`config.mk`:
```
export PLATFORM = sky130hd
export DESIGN_NAME = flat_json_pid_version_extractor
export DESIGN_NICKNAME = d
export VERILOG_FILES = /design/src/fjp_pkg.sv /design/src/fjp_front.sv /design/src/fjp_queue.sv /design/src/fjp_back.sv /design/src/flat_json_pid_version_extractor.sv
export SDC_FILE = /design/constraint.sdc
export NUM_CORES = 1
export LEC_CHECK = 0
export CAP_MARGIN = 40
export CORE_AREA = 10 10 244 246
export DETAILED_ROUTE_END_ITERATION = 8
export DIE_AREA = 0 0 254 256
export DONT_BUFFER_PORTS = 1
export GPL_ROUTABILITY_DRIVEN = 0
export PLACE_DENSITY_LB_ADDON = 0.2
export SYNTH_ARGS = -nofsm -noshare
export SYNTH_HDL_FRONTEND = slang
export SYNTH_SLANG_ARGS = --single-unit
```
`constraint.sdc`:
```
create_clock -name clk -period 12.05 [get_ports clk]
set_input_delay 0.6025 -clock clk [delete_from_list [all_inputs] [get_ports clk]]
set_output_delay 0.6025 -clock clk [all_outputs]
set_load 0.01 [all_outputs]
```
`src/fjp_pkg.sv`:
```
// package: item types, job record, parser codes and character classes
package fjp_pkg;

  localparam int PID_CHARS     = 15;
  localparam int VERSION_CHARS = 15;
  localparam int MAX_TEXT      = 1024;

  localparam int LEN_W      = $clog2(MAX_TEXT);
  localparam int PCNT_W     = $clog2(PID_CHARS + 1);
  localparam int VCNT_W     = $clog2(VERSION_CHARS + 1);
  localparam int PID_IDX_W  = (PID_CHARS > 1) ? $clog2(PID_CHARS) : 1;
  localparam int VER_IDX_W  = (VERSION_CHARS > 1) ? $clog2(VERSION_CHARS) : 1;
  localparam int MAX_CHARS  = (PID_CHARS > VERSION_CHARS) ? PID_CHARS : VERSION_CHARS;
  localparam int CNT_W      = $clog2(MAX_CHARS + 1);
  localparam int QDEPTH     = 2;
  localparam int QPTR_W     = 1;
  localparam int QCNT_W     = $clog2(QDEPTH + 1);

  // character codes
  localparam logic [7:0] CH_LBRACE = 8'h7B;
  localparam logic [7:0] CH_RBRACE = 8'h7D;
  localparam logic [7:0] CH_COLON  = 8'h3A;
  localparam logic [7:0] CH_COMMA  = 8'h2C;
  localparam logic [7:0] CH_QUOTE  = 8'h22;
  localparam logic [7:0] CH_SPACE  = 8'h20;
  localparam logic [7:0] CH_TAB    = 8'h09;
  localparam logic [7:0] CH_CR     = 8'h0D;
  localparam logic [7:0] CH_LF     = 8'h0A;
  localparam logic [7:0] CH_BSLASH = 8'h5C;
  localparam logic [7:0] CH_P      = 8'h70;
  localparam logic [7:0] CH_V      = 8'h76;

  // result kinds
  localparam logic [1:0] KIND_STATUS  = 2'd0;
  localparam logic [1:0] KIND_PID     = 2'd1;
  localparam logic [1:0] KIND_VERSION = 2'd2;

  typedef enum logic [3:0] {
    PH_START       = 4'd0,
    PH_OPENED      = 4'd1,
    PH_KEY         = 4'd2,
    PH_AFTER_KEY   = 4'd3,
    PH_BEFORE_VAL  = 4'd4,
    PH_VAL         = 4'd5,
    PH_AFTER_VAL   = 4'd6,
    PH_AFTER_COMMA = 4'd7,
    PH_DONE        = 4'd8
  } phase_t;

  typedef enum logic [1:0] {
    KEY_NONE = 2'd0,
    KEY_P    = 2'd1,
    KEY_V    = 2'd2
  } key_t;

  typedef enum logic [1:0] {
    BK_STATUS  = 2'd0,
    BK_PID     = 2'd1,
    BK_VERSION = 2'd2
  } back_state_t;

  typedef struct packed {
    logic [7:0] text_byte;
    logic       final_byte;
    logic       fw_update_present;
    logic       fw_update_capable;
  } byte_item_t;

  typedef struct packed {
    logic [1:0] item_kind;
    logic [7:0] char_out;
    logic       message_valid;
    logic [9:0] pid_full_length;
    logic       version_present;
    logic       echo_ota_present;
    logic       echo_ota_capable;
    logic       run_end;
  } result_t;

  // one finished message, handed from parser to emitter
  typedef struct packed {
    logic                              message_valid;
    logic [LEN_W-1:0]                  pid_full_length;
    logic                              version_present;
    logic                              echo_ota_present;
    logic                              echo_ota_capable;
    logic [PCNT_W-1:0]                 pid_count;
    logic [VCNT_W-1:0]                 version_count;
    logic [PID_CHARS-1:0][7:0]         pid_chars;
    logic [VERSION_CHARS-1:0][7:0]     version_chars;
  } job_t;

  function automatic logic is_ws(input logic [7:0] c);
    return (c == CH_SPACE) || (c == CH_TAB) || (c == CH_CR) || (c == CH_LF);
  endfunction

  function automatic logic is_bad_str(input logic [7:0] c);
    return (c < CH_SPACE) || (c == CH_BSLASH);
  endfunction

endpackage

```
`src/fjp_front.sv`:
```
// front end: byte-wise json parser and capture of pid and version text
module fjp_front
  import fjp_pkg::*;
(
  input  logic       clk,
  input  logic       rst,
  input  logic       accept,
  input  byte_item_t byte_item,
  output logic       job_push,
  output job_t       job
);

  phase_t           phase, phase_next;
  key_t             key_match, key_match_next;
  logic             pid_seen, pid_seen_next;
  logic             version_seen, version_seen_next;
  logic             error_latched, error_latched_next;
  logic [LEN_W-1:0] value_length, value_length_next;
  logic [LEN_W-1:0] pid_length_count, pid_length_count_next;
  logic [VCNT_W-1:0] version_length_count, version_length_count_next;

  logic [PID_CHARS-1:0][7:0]     pid_chars;
  logic [VERSION_CHARS-1:0][7:0] version_chars;

  logic [7:0]       c;
  logic             err;
  logic [LEN_W-1:0] len_bumped;
  logic             wr_pid, wr_ver;
  logic             valid;

  assign c = byte_item.text_byte;
  assign len_bumped = (value_length < LEN_W'(MAX_TEXT - 1)) ?
                      value_length + LEN_W'(1) : value_length;

  // one parse step on the current byte
  always_comb begin
    phase_next                = phase;
    key_match_next            = key_match;
    pid_seen_next             = pid_seen;
    version_seen_next         = version_seen;
    value_length_next         = value_length;
    pid_length_count_next     = pid_length_count;
    version_length_count_next = version_length_count;
    err    = 1'b0;
    wr_pid = 1'b0;
    wr_ver = 1'b0;
    case (phase)
      PH_START: begin
        if (c == CH_LBRACE) phase_next = PH_OPENED;
        else if (!is_ws(c)) err = 1'b1;
      end
      PH_OPENED, PH_AFTER_COMMA: begin
        if (c == CH_RBRACE && phase == PH_OPENED) begin
          phase_next = PH_DONE;
        end else if (c == CH_QUOTE) begin
          phase_next        = PH_KEY;
          key_match_next    = KEY_NONE;
          value_length_next = '0;
        end else if (!is_ws(c)) begin
          err = 1'b1;
        end
      end
      PH_KEY: begin
        if (c == CH_QUOTE) begin
          if ((key_match == KEY_P && pid_seen) || (key_match == KEY_V && version_seen))
            err = 1'b1;
          else
            phase_next = PH_AFTER_KEY;
        end else if (is_bad_str(c)) begin
          err = 1'b1;
        end else begin
          if (value_length == '0)
            key_match_next = (c == CH_P) ? KEY_P : (c == CH_V) ? KEY_V : KEY_NONE;
          else
            key_match_next = KEY_NONE;
          value_length_next = len_bumped;
        end
      end
      PH_AFTER_KEY: begin
        if (c == CH_COLON) phase_next = PH_BEFORE_VAL;
        else if (!is_ws(c)) err = 1'b1;
      end
      PH_BEFORE_VAL: begin
        if (c == CH_QUOTE) begin
          phase_next        = PH_VAL;
          value_length_next = '0;
        end else if (!is_ws(c)) begin
          err = 1'b1;
        end
      end
      PH_VAL: begin
        if (c == CH_QUOTE) begin
          if (key_match == KEY_P && value_length == '0) begin
            err = 1'b1;
          end else begin
            if (key_match == KEY_P) begin
              pid_seen_next         = 1'b1;
              pid_length_count_next = value_length;
            end else if (key_match == KEY_V) begin
              version_seen_next = 1'b1;
              version_length_count_next =
                (value_length < LEN_W'(VERSION_CHARS)) ?
                VCNT_W'(value_length) : VCNT_W'(VERSION_CHARS);
            end
            phase_next = PH_AFTER_VAL;
          end
        end else if (is_bad_str(c)) begin
          err = 1'b1;
        end else begin
          wr_pid = (key_match == KEY_P) && (value_length < LEN_W'(PID_CHARS));
          wr_ver = (key_match == KEY_V) && (value_length < LEN_W'(VERSION_CHARS));
          value_length_next = len_bumped;
        end
      end
      PH_AFTER_VAL: begin
        if (c == CH_RBRACE) phase_next = PH_DONE;
        else if (c == CH_COMMA) phase_next = PH_AFTER_COMMA;
        else if (!is_ws(c)) err = 1'b1;
      end
      PH_DONE: begin
        if (!is_ws(c)) err = 1'b1;
      end
      default: err = 1'b1;
    endcase
    // a latched error freezes the parse
    if (error_latched) begin
      phase_next                = phase;
      key_match_next            = key_match;
      pid_seen_next             = pid_seen;
      version_seen_next         = version_seen;
      value_length_next         = value_length;
      pid_length_count_next     = pid_length_count;
      version_length_count_next = version_length_count;
      err    = 1'b0;
      wr_pid = 1'b0;
      wr_ver = 1'b0;
    end
    error_latched_next = error_latched | err;
  end

  // job record built on the final byte
  assign valid    = !error_latched_next && (phase_next == PH_DONE) && pid_seen_next;
  assign job_push = accept && byte_item.final_byte;

  always_comb begin
    job.message_valid    = valid;
    job.pid_full_length  = valid ? pid_length_count_next : '0;
    job.version_present  = valid && version_seen_next;
    job.echo_ota_present = byte_item.fw_update_present;
    job.echo_ota_capable = byte_item.fw_update_capable;
    job.pid_count        = '0;
    job.version_count    = '0;
    if (valid) begin
      job.pid_count = (pid_length_count_next < LEN_W'(PID_CHARS)) ?
                      PCNT_W'(pid_length_count_next) : PCNT_W'(PID_CHARS);
      job.version_count = version_seen_next ? version_length_count_next : '0;
    end
    job.pid_chars     = pid_chars;
    job.version_chars = version_chars;
  end

  // parse state registers
  always_ff @(posedge clk) begin
    if (rst || (accept && byte_item.final_byte)) begin
      phase                <= PH_START;
      key_match            <= KEY_NONE;
      pid_seen             <= 1'b0;
      version_seen         <= 1'b0;
      error_latched        <= 1'b0;
      value_length         <= '0;
      pid_length_count     <= '0;
      version_length_count <= '0;
    end else if (accept) begin
      phase                <= phase_next;
      key_match            <= key_match_next;
      pid_seen             <= pid_seen_next;
      version_seen         <= version_seen_next;
      error_latched        <= error_latched_next;
      value_length         <= value_length_next;
      pid_length_count     <= pid_length_count_next;
      version_length_count <= version_length_count_next;
    end
  end

  // captured text stores
  always_ff @(posedge clk) begin
    if (accept && wr_pid) pid_chars[value_length[PID_IDX_W-1:0]] <= c;
    if (accept && wr_ver) version_chars[value_length[VER_IDX_W-1:0]] <= c;
  end

endmodule

```
`src/fjp_queue.sv`:
```
// two-entry job queue between parser and emitter
module fjp_queue
  import fjp_pkg::*;
(
  input  logic clk,
  input  logic rst,
  input  logic push,
  input  job_t push_job,
  input  logic pop,
  output job_t head,
  output logic full,
  output logic empty
);

  job_t              slots [QDEPTH];
  logic [QPTR_W-1:0] wr_ptr, rd_ptr;
  logic [QCNT_W-1:0] count;

  assign full  = (count == QCNT_W'(QDEPTH));
  assign empty = (count == '0);
  assign head  = slots[rd_ptr];

  // pointers and fill count
  always_ff @(posedge clk) begin
    if (rst) begin
      wr_ptr <= '0;
      rd_ptr <= '0;
      count  <= '0;
    end else begin
      if (push && !full) wr_ptr <= wr_ptr + QPTR_W'(1);
      if (pop && !empty) rd_ptr <= rd_ptr + QPTR_W'(1);
      case ({push && !full, pop && !empty})
        2'b10:   count <= count + QCNT_W'(1);
        2'b01:   count <= count - QCNT_W'(1);
        default: count <= count;
      endcase
    end
  end

  // entry storage
  always_ff @(posedge clk) begin
    if (push && !full) slots[wr_ptr] <= push_job;
  end

endmodule

```
`src/fjp_back.sv`:
```
// back end: walks one job and presents its run of result items
module fjp_back
  import fjp_pkg::*;
(
  input  logic    clk,
  input  logic    rst,
  input  job_t    job,
  input  logic    job_ready,
  input  logic    pop,
  output result_t result,
  output logic    job_done
);

  back_state_t      state, state_next;
  logic [CNT_W-1:0] idx, idx_next;
  logic             last;
  logic             take;
  logic [CNT_W-1:0] idx_inc;
  logic [CNT_W-1:0] pn, vn;

  assign take    = pop && job_ready;
  assign idx_inc = idx + CNT_W'(1);
  assign pn      = CNT_W'(job.pid_count);
  assign vn      = CNT_W'(job.version_count);

  // next state and last-item detection
  always_comb begin
    state_next = state;
    idx_next   = idx;
    last       = 1'b0;
    case (state)
      BK_STATUS: begin
        if (pn != '0) begin
          state_next = BK_PID;
          idx_next   = '0;
        end else if (vn != '0) begin
          state_next = BK_VERSION;
          idx_next   = '0;
        end else begin
          last = 1'b1;
        end
      end
      BK_PID: begin
        if (idx_inc < pn) begin
          idx_next = idx_inc;
        end else if (vn != '0) begin
          state_next = BK_VERSION;
          idx_next   = '0;
        end else begin
          last = 1'b1;
        end
      end
      BK_VERSION: begin
        if (idx_inc < vn) idx_next = idx_inc;
        else last = 1'b1;
      end
      default: last = 1'b1;
    endcase
    if (last) begin
      state_next = BK_STATUS;
      idx_next   = '0;
    end
  end

  assign job_done = take && last;

  // result fields for the current position
  always_comb begin
    result = '0;
    result.run_end = last;
    case (state)
      BK_STATUS: begin
        result.item_kind        = KIND_STATUS;
        result.message_valid    = job.message_valid;
        result.pid_full_length  = 10'(job.pid_full_length);
        result.version_present  = job.version_present;
        result.echo_ota_present = job.echo_ota_present;
        result.echo_ota_capable = job.echo_ota_capable;
      end
      BK_PID: begin
        result.item_kind = KIND_PID;
        result.char_out  = job.pid_chars[idx[PID_IDX_W-1:0]];
      end
      BK_VERSION: begin
        result.item_kind = KIND_VERSION;
        result.char_out  = job.version_chars[idx[VER_IDX_W-1:0]];
      end
      default: result.item_kind = KIND_STATUS;
    endcase
  end

  // position registers
  always_ff @(posedge clk) begin
    if (rst) begin
      state <= BK_STATUS;
      idx   <= '0;
    end else if (take) begin
      state <= state_next;
      idx   <= idx_next;
    end
  end

endmodule

```
`src/flat_json_pid_version_extractor.sv`:
```
// top level: flat json pid and version extractor
//
// Input channel: one message byte per item with push/full; an item is taken
// at a clock edge with push high and full low. final_byte marks the last byte
// of a message; the two ota flags of that byte are echoed in its status.
// The parser takes one byte per cycle while full is low, back to back, with
// no gaps between messages. full rises only while the two-entry job queue
// holds two finished messages that have not yet been fully read out.
// Result channel: a queue read port. While empty is low the oldest result is
// on result; pop with empty low takes it. Each message gives a status item,
// then for a valid message its pid characters and version characters;
// run_end marks the last item of each run. One result can be taken per cycle.
// Latency: the status of a message is visible the cycle after its final
// byte is taken, when no earlier run is still being read out.
// A stalled reader holds results in place; parsing continues until the job
// queue fills, then full holds off further bytes.
// Reset (rst, synchronous) empties the queue and returns the parser to the
// start of a message; no clearing pass is needed.
module flat_json_pid_version_extractor
  import fjp_pkg::*;
(
  input  logic       clk,
  input  logic       rst,
  input  logic       push,
  output logic       full,
  input  byte_item_t byte_item,
  output logic       empty,
  input  logic       pop,
  output result_t    result
);

  logic accept;
  logic job_push;
  job_t front_job;
  job_t head_job;
  logic job_done;

  assign accept = push && !full;

  // parser
  fjp_front u_front (
    .clk       (clk),
    .rst       (rst),
    .accept    (accept),
    .byte_item (byte_item),
    .job_push  (job_push),
    .job       (front_job)
  );

  // finished-message queue
  fjp_queue u_queue (
    .clk      (clk),
    .rst      (rst),
    .push     (job_push),
    .push_job (front_job),
    .pop      (job_done),
    .head     (head_job),
    .full     (full),
    .empty    (empty)
  );

  // result emitter
  fjp_back u_back (
    .clk       (clk),
    .rst       (rst),
    .job       (head_job),
    .job_ready (!empty),
    .pop       (pop),
    .result    (result),
    .job_done  (job_done)
  );

endmodule
```
# Word-level counts from Yosys, hierarchy flattened
# Memory sizes are Yosys's and may differ from the RTL's. A register that Yosys moved wholly into a read port is not among the register bits.
# Index checks and enable logic that the tools add are counted.
[word_totals]
regBits = 283
ramBits = 524
mem_count = 1
[memory_table]
columns = ["memory", "depth", "word_bits", "rd", "rd_ports_with_merged_regs", "wr", "line", "source"]
rows = [
  ["u_queue.slots", 2, 262, 1, 1, 1, "fjp_queue.sv:15", "job_t slots [QDEPTH];"],
]
[op_classes]
n_addsub = 6
order_cmp = 9
eq_ne = 37
mux = 108
bitwise = 2
n_reduce_logical = 44
[op_table]
columns = ["op", "n"]
rows = [
  ["bitwise mux 120 bit", 2],
  ["2-to-1 mux 10 bit", 11],
  ["2-to-1 mux 4 bit", 26],
  ["binary-select mux 8 bit (select 4 bit)", 2],
  ["equality test 8 x 7 -> 1 bit (second input constant)", 5],
  ["2-to-1 mux 1 bit", 40],
  ["demux 8 bit (select 4 bit)", 1],
  ["equality test 8 x 6 -> 1 bit (second input constant)", 4],
  ["2-to-1 mux 8 bit", 4],
  ["one-hot mux 10 bit (3 select lines)", 1],
  ["one-hot mux 4 bit (7 select lines)", 1],
  ["equality test 8 x 4 -> 1 bit (second input constant)", 3],
  ["2-to-1 mux 2 bit", 11],
  ["less-than comparator 10 x 4 -> 1 bit (second input constant)", 2],
  ["logical AND 1 bit", 18],
  ["equality test 4 x 3 -> 1 bit (second input constant)", 4],
  ["one-hot mux 2 bit (2 select lines)", 4],
  ["one-hot mux 8 bit (2 select lines)", 1],
  ["2-to-1 mux 14 bit", 1],
  ["AND reduction 7 bit", 2],
  ["one-hot mux 4 bit (3 select lines)", 1],
  ["nonzero test 4 bit", 3],
  ["adder 10 x 1 -> 10 bit (second input constant)", 1],
  ["zero test 10 bit", 1],
  ["other kinds (30)", 57],
]

# Logic depth before layout (Yosys ltp)
[depth]
word_depth = 14
depth_mapped = 17
depth_no_buf = 11

# Modules after synthesis
# A second synthesis with hierarchy kept.
[hier_totals]
cells_unflattened = 1747
hier_area_um2 = 32193.4
[by_module_without_submodules]
columns = ["mod", "instances", "cells_each", "area_each_um2", "seq_area_each_um2"]
rows = [
  ["fjp_queue", 1, 841, 19179.6, 15835.2],
  ["fjp_front", 1, 643, 10181.0, 7867.5],
  ["fjp_back", 1, 261, 2815.2, 120.1],
  ["flat_json_pid_version_extractor", 1, 2, 17.5, 0.0],
]

# Worst setup path before layout
# No wires, ideal clock.
[synth_timing]
path_kind = "input -> register"
startpoint = "input push"
endpoint = "memory u_queue.slots[0][0] (netlist name), enable pin"
arrival_time_ns = 11.868
t_required_ns = 11.160
slack_ns = -0.708
cell_stages = 4
n_path_buf = 1
path_cell_list = "and2_1 > clkbuf_1 > nand2_1 > nor2_1"
[synth_via]
elab_chain_cells = 5
[synth_rtl]
columns = ["item", "line", "source"]
rows = [
  ["start, declared", "flat_json_pid_version_extractor.sv:24", "input logic push,"],
  ["logical AND 1 bit", "flat_json_pid_version_extractor.sv:38", "assign accept = push && !full;"],
  ["logical AND 1 bit", "fjp_front.sv:143", "assign job_push = accept && byte_item.final_byte;"],
  ["logical AND 1 bit", "fjp_queue.sv:42", "if (push && !full) slots[wr_ptr] <= push_job;"],
  ["2-to-1 mux 1 bit", "fjp_queue.sv:42", ""],
  ["2-to-1 mux 1 bit (not written as such)", "fjp_queue.sv:42", ""],
  ["end, declared", "fjp_queue.sv:15", ""],
]
# Every way passes these cells.

==> out/qor.csv <==
stage,metric,value,unit
run_status,outcome,completed,
power_and_ir_drop,Sw Share,19.6,%
setup_path,Worst Path Max Fanout,43,
sta,RSZ-0062 raised after global routing,no,
clock_tree,Clock Tree Root,clkbuf_16,
clock_tree,postcts setup bufs,0,
layout,Syn-to-layout area delta,11.1,%
yosys,Mapped Cells,1660,
yosys,"Seq/Total Area, Yosys",77.0,%
yosys,syn nets,1691,
setup_path,crit-path cells,buf_4 -> buf_4 -> buf_16 -> mux4_2 -> mux4_2 -> a22oi_1 -> nand3_1,
grt,maximum number of pins on one net before global-route repair,173,
layout,share of layout cells above drive strength 1,15.7,%
floorplanning,num ports,42,
sta,final slew viol count,0,
grt,antenna violations before repair,3,
layout,Post-Route Utilization,62.9,%
power_and_ir_drop,LEAKAGE,0.0106,µW
clock_tree,CTS tree,done,
drt,Iter 0 DRT Violations,1397,
drt,WL final,63400,µm
layout,"commonest non-fill, non-tap cells in the layout","edfxtp_1 (764), nand2_1 (114), mux4_2 (96), mux2i_1 (83), clkbuf_16 (78)",
flow_run,Max Cap Violations,0,
power_and_ir_drop,Max VDD drop,0.101,mV
yosys,cell taking the most area after synthesis,edfxtp_1,
placement,post-detail-place hpwl,38000,µm
yosys,Synth Flop Type,edfxtp_1,
layout,"commonest non-fill, non-tap cell in the layout",edfxtp_1,
hold_path,hold crit path type,input pin to register,
setup_path,critical path capture point type,primary output,
drt,First-pass DRT Iterations,5,
power_and_ir_drop,Power Internal,4480,µW
sta,Worst Skew,17.7,ps
clock_tree,worst skew pair latency,620,ps
grt,GR Util All Layers,19.7,%
clock_tree,Hold Buf Count CTS,0,
drt,drc violations,0,
grt,first-pass GRT wire length,95900,µm
floorplanning,core outline area,54700,µm²
power_and_ir_drop,Clock power frac,41.9,%
sta,final hold vios,0,
setup_path,peak per-stage delay on the critical path,880,ps
clock_tree,Worst-path clk slew,70,ps
yosys,asr flop ratio synth,0,%
setup_path,"CP delay by family, top",buffers and inverters,
clock_tree,Clock Path Buffers,3,
drt,ANT nets after route,0,
setup_path,Worst EP arrival,4980,ps
sta,fin crit share,46.3,%
floorplanning,Die Area,65000,µm²
clock_tree,htree depth,3,
floorplanning,Site Rows,86,
placement,Port Buffers,0,
floorplanning,die height,256,µm
setup_path,critical path class,register to primary output,
setup_path,critical path required time,11450,ps
setup_path,stages on the worst setup path,7,
grt,vias in the first global route,15500,
yosys,number of enable flip-flop cells after synthesis,764,
yosys,Synth warnings,0,
sta,Max Fclk,179,MHz
yosys,Post-Syn Area,30900,µm²
yosys,"FF+latch count, synth",808,
power_and_ir_drop,Power Density,162,nW/µm²
setup_path,CP Launch Type,register,
yosys,Avg Inst Size Synth,18.6,µm²
setup_path,Buf/Inv on CP,3,
grt,total grt overflow,0,
power_and_ir_drop,Final Power,5570,µW
power_and_ir_drop,Switch Pwr,1090,µW
power_and_ir_drop,sequential share of power,56.1,%
setup_path,slowest cell on the critical path,dfxtp_4,
hold_path,Hold Path Depth,1,
sta,worst-margin pin slew,1030,ps
sta,slew margin rel.,31.5,%
yosys,Synth top area share,74.2,%
drt,routed len/inst,25.6,µm
setup_path,R2R Setup Slk,7610,ps
setup_path,R2R depth,9,
clock_tree,TritonCTS buffer count,78,
drt,routed via count,15200,
sta,"Min Clock Period, post-route",5580,ps
power_and_ir_drop,Comb pwr share,2.0,%
clock_tree,CTS Sinks,808,
layout,final net count,1746,
clock_tree,post_cts resized,0,
drt,drt via density,6.14,
sta,setup TNS,0,ps
yosys,post-synth cell types,80,
yosys,top post-synthesis cells by area,"edfxtp_1 (74%), mux4_2 (7.0%), dfxtp_1 (2.8%)",
sta,Fin Hold WS,45.0,ps
floorplanning,die width,254,µm
floorplanning,Initial Util,56.6,%
hold_path,hold path start,rst,
sta,Finish-stage setup viols,0,
-- power groups by stage --
stage               combinational [µW]  clock (µW)  sequential (µW)
global placement                   111           0             3180
floorplan                         84.7           0             3190
CTS                                116        2380             3120
global route                       124        2480             3130
detailed placement                 115           0             3180
finish                             114        2330             3120
-- metal layers --
layer  track usage, %  up-vias  share of wire (%)
met1             26.5     7847                 42
li1                 -     6757                  -
met4             6.32        0                2.4
met3             4.03       99                6.8
met2             31.9      521                 49
met5                0        -                  0
-- worst register-to-register path, stage by stage, from the launching register on --
cell       delay, ps
dfxtp_4          880
buf_4            790
buf_4            470
or4b_1           540
o22ai_4          330
o2111ai_2        280
a31oi_4          270
ha_1             290
or3_1            380
a21oi_1          140
-- sequential cells by signal (all words and copies together) (netlist names), named ones only --
name and count:
u_front.error_latched 1, u_front.job 240, u_front.version_seen 1, u_front.pid_length_count 10, u_front.phase 4, u_queue.slots 524
u_queue.count 2, u_front.version_length_count 4, u_back.state 2, u_front.key_match 2, u_front.pid_seen 1, u_front.value_length 10
u_queue.rd_ptr 1, u_queue.wr_ptr 1, u_back.idx 4
-- synth_stat cells (7+ instances only) --
master and count:
o21ai_0 24, nand2_1 114, buf_2 19, inv_1 18, o221ai_1 22, nor3_2 9, mux4_1 10, mux4_2 96
a21oi_1 63, nand2b_1 12, xnor2_1 10, edfxtp_1 764, dfxtp_1 44, nor2_1 77, buf_4 12, nor2b_1 20
ha_1 16, nor3_1 37, o22ai_1 19, clkbuf_1 31, and3_1 7, mux2i_1 83, nand3_1 27
-- metrics by stage --
stage | cells | setup slack, ps | area [µm²]
floorplan | 1660 | 3730 | 30900
finish | 2480 | 6470 | 34400
CTS | 2479 | 6370 | 34400
global placement | 2319 | 6860 | 31600
global route | 2479 | 6230 | 34400
detailed placement | 2339 | 7050 | 31900
-- cell families (layout without fill, tap and decap cells) --
group                      count (synthesis)  count (layout)  share of synthesized area [%]
AOI/OAI and AO/OA                        179             179                           3.83
xor gates and xnor gates                  14              14                          0.396
adders and majority gates                 16              16                          0.647
buffers and inverters                     97             212                           1.74
DFF                                      808             808                           77.0
muxes                                    190             190                           10.6
other                                      0               1                              0
and+or+nand+nor                          356             356                           5.82
-- final timing paths --
path,endpoint
worst max-delay path,result[22]
worst min-delay path,register
worst max register to register,u_queue.count[1]$_SDFFE_PP0P_
worst min register to register,u_queue.slots[1][233]$_DFFE_PP_
-- layout make-up --
cell class | count | area [µm²]
repair buffers | 53 | 549
clock buffers | 102 | 2080
well taps | 704 | 881
diodes | 1 | 2.50
fillers | 3779 | 20300
flip-flops and latches | 808 | 23800
clock inverters | 38 | 349
inverters | 19 | 71.3
multi-input cells | 755 | 6590
No activity file was read; power rests on OpenSTA's default activity.
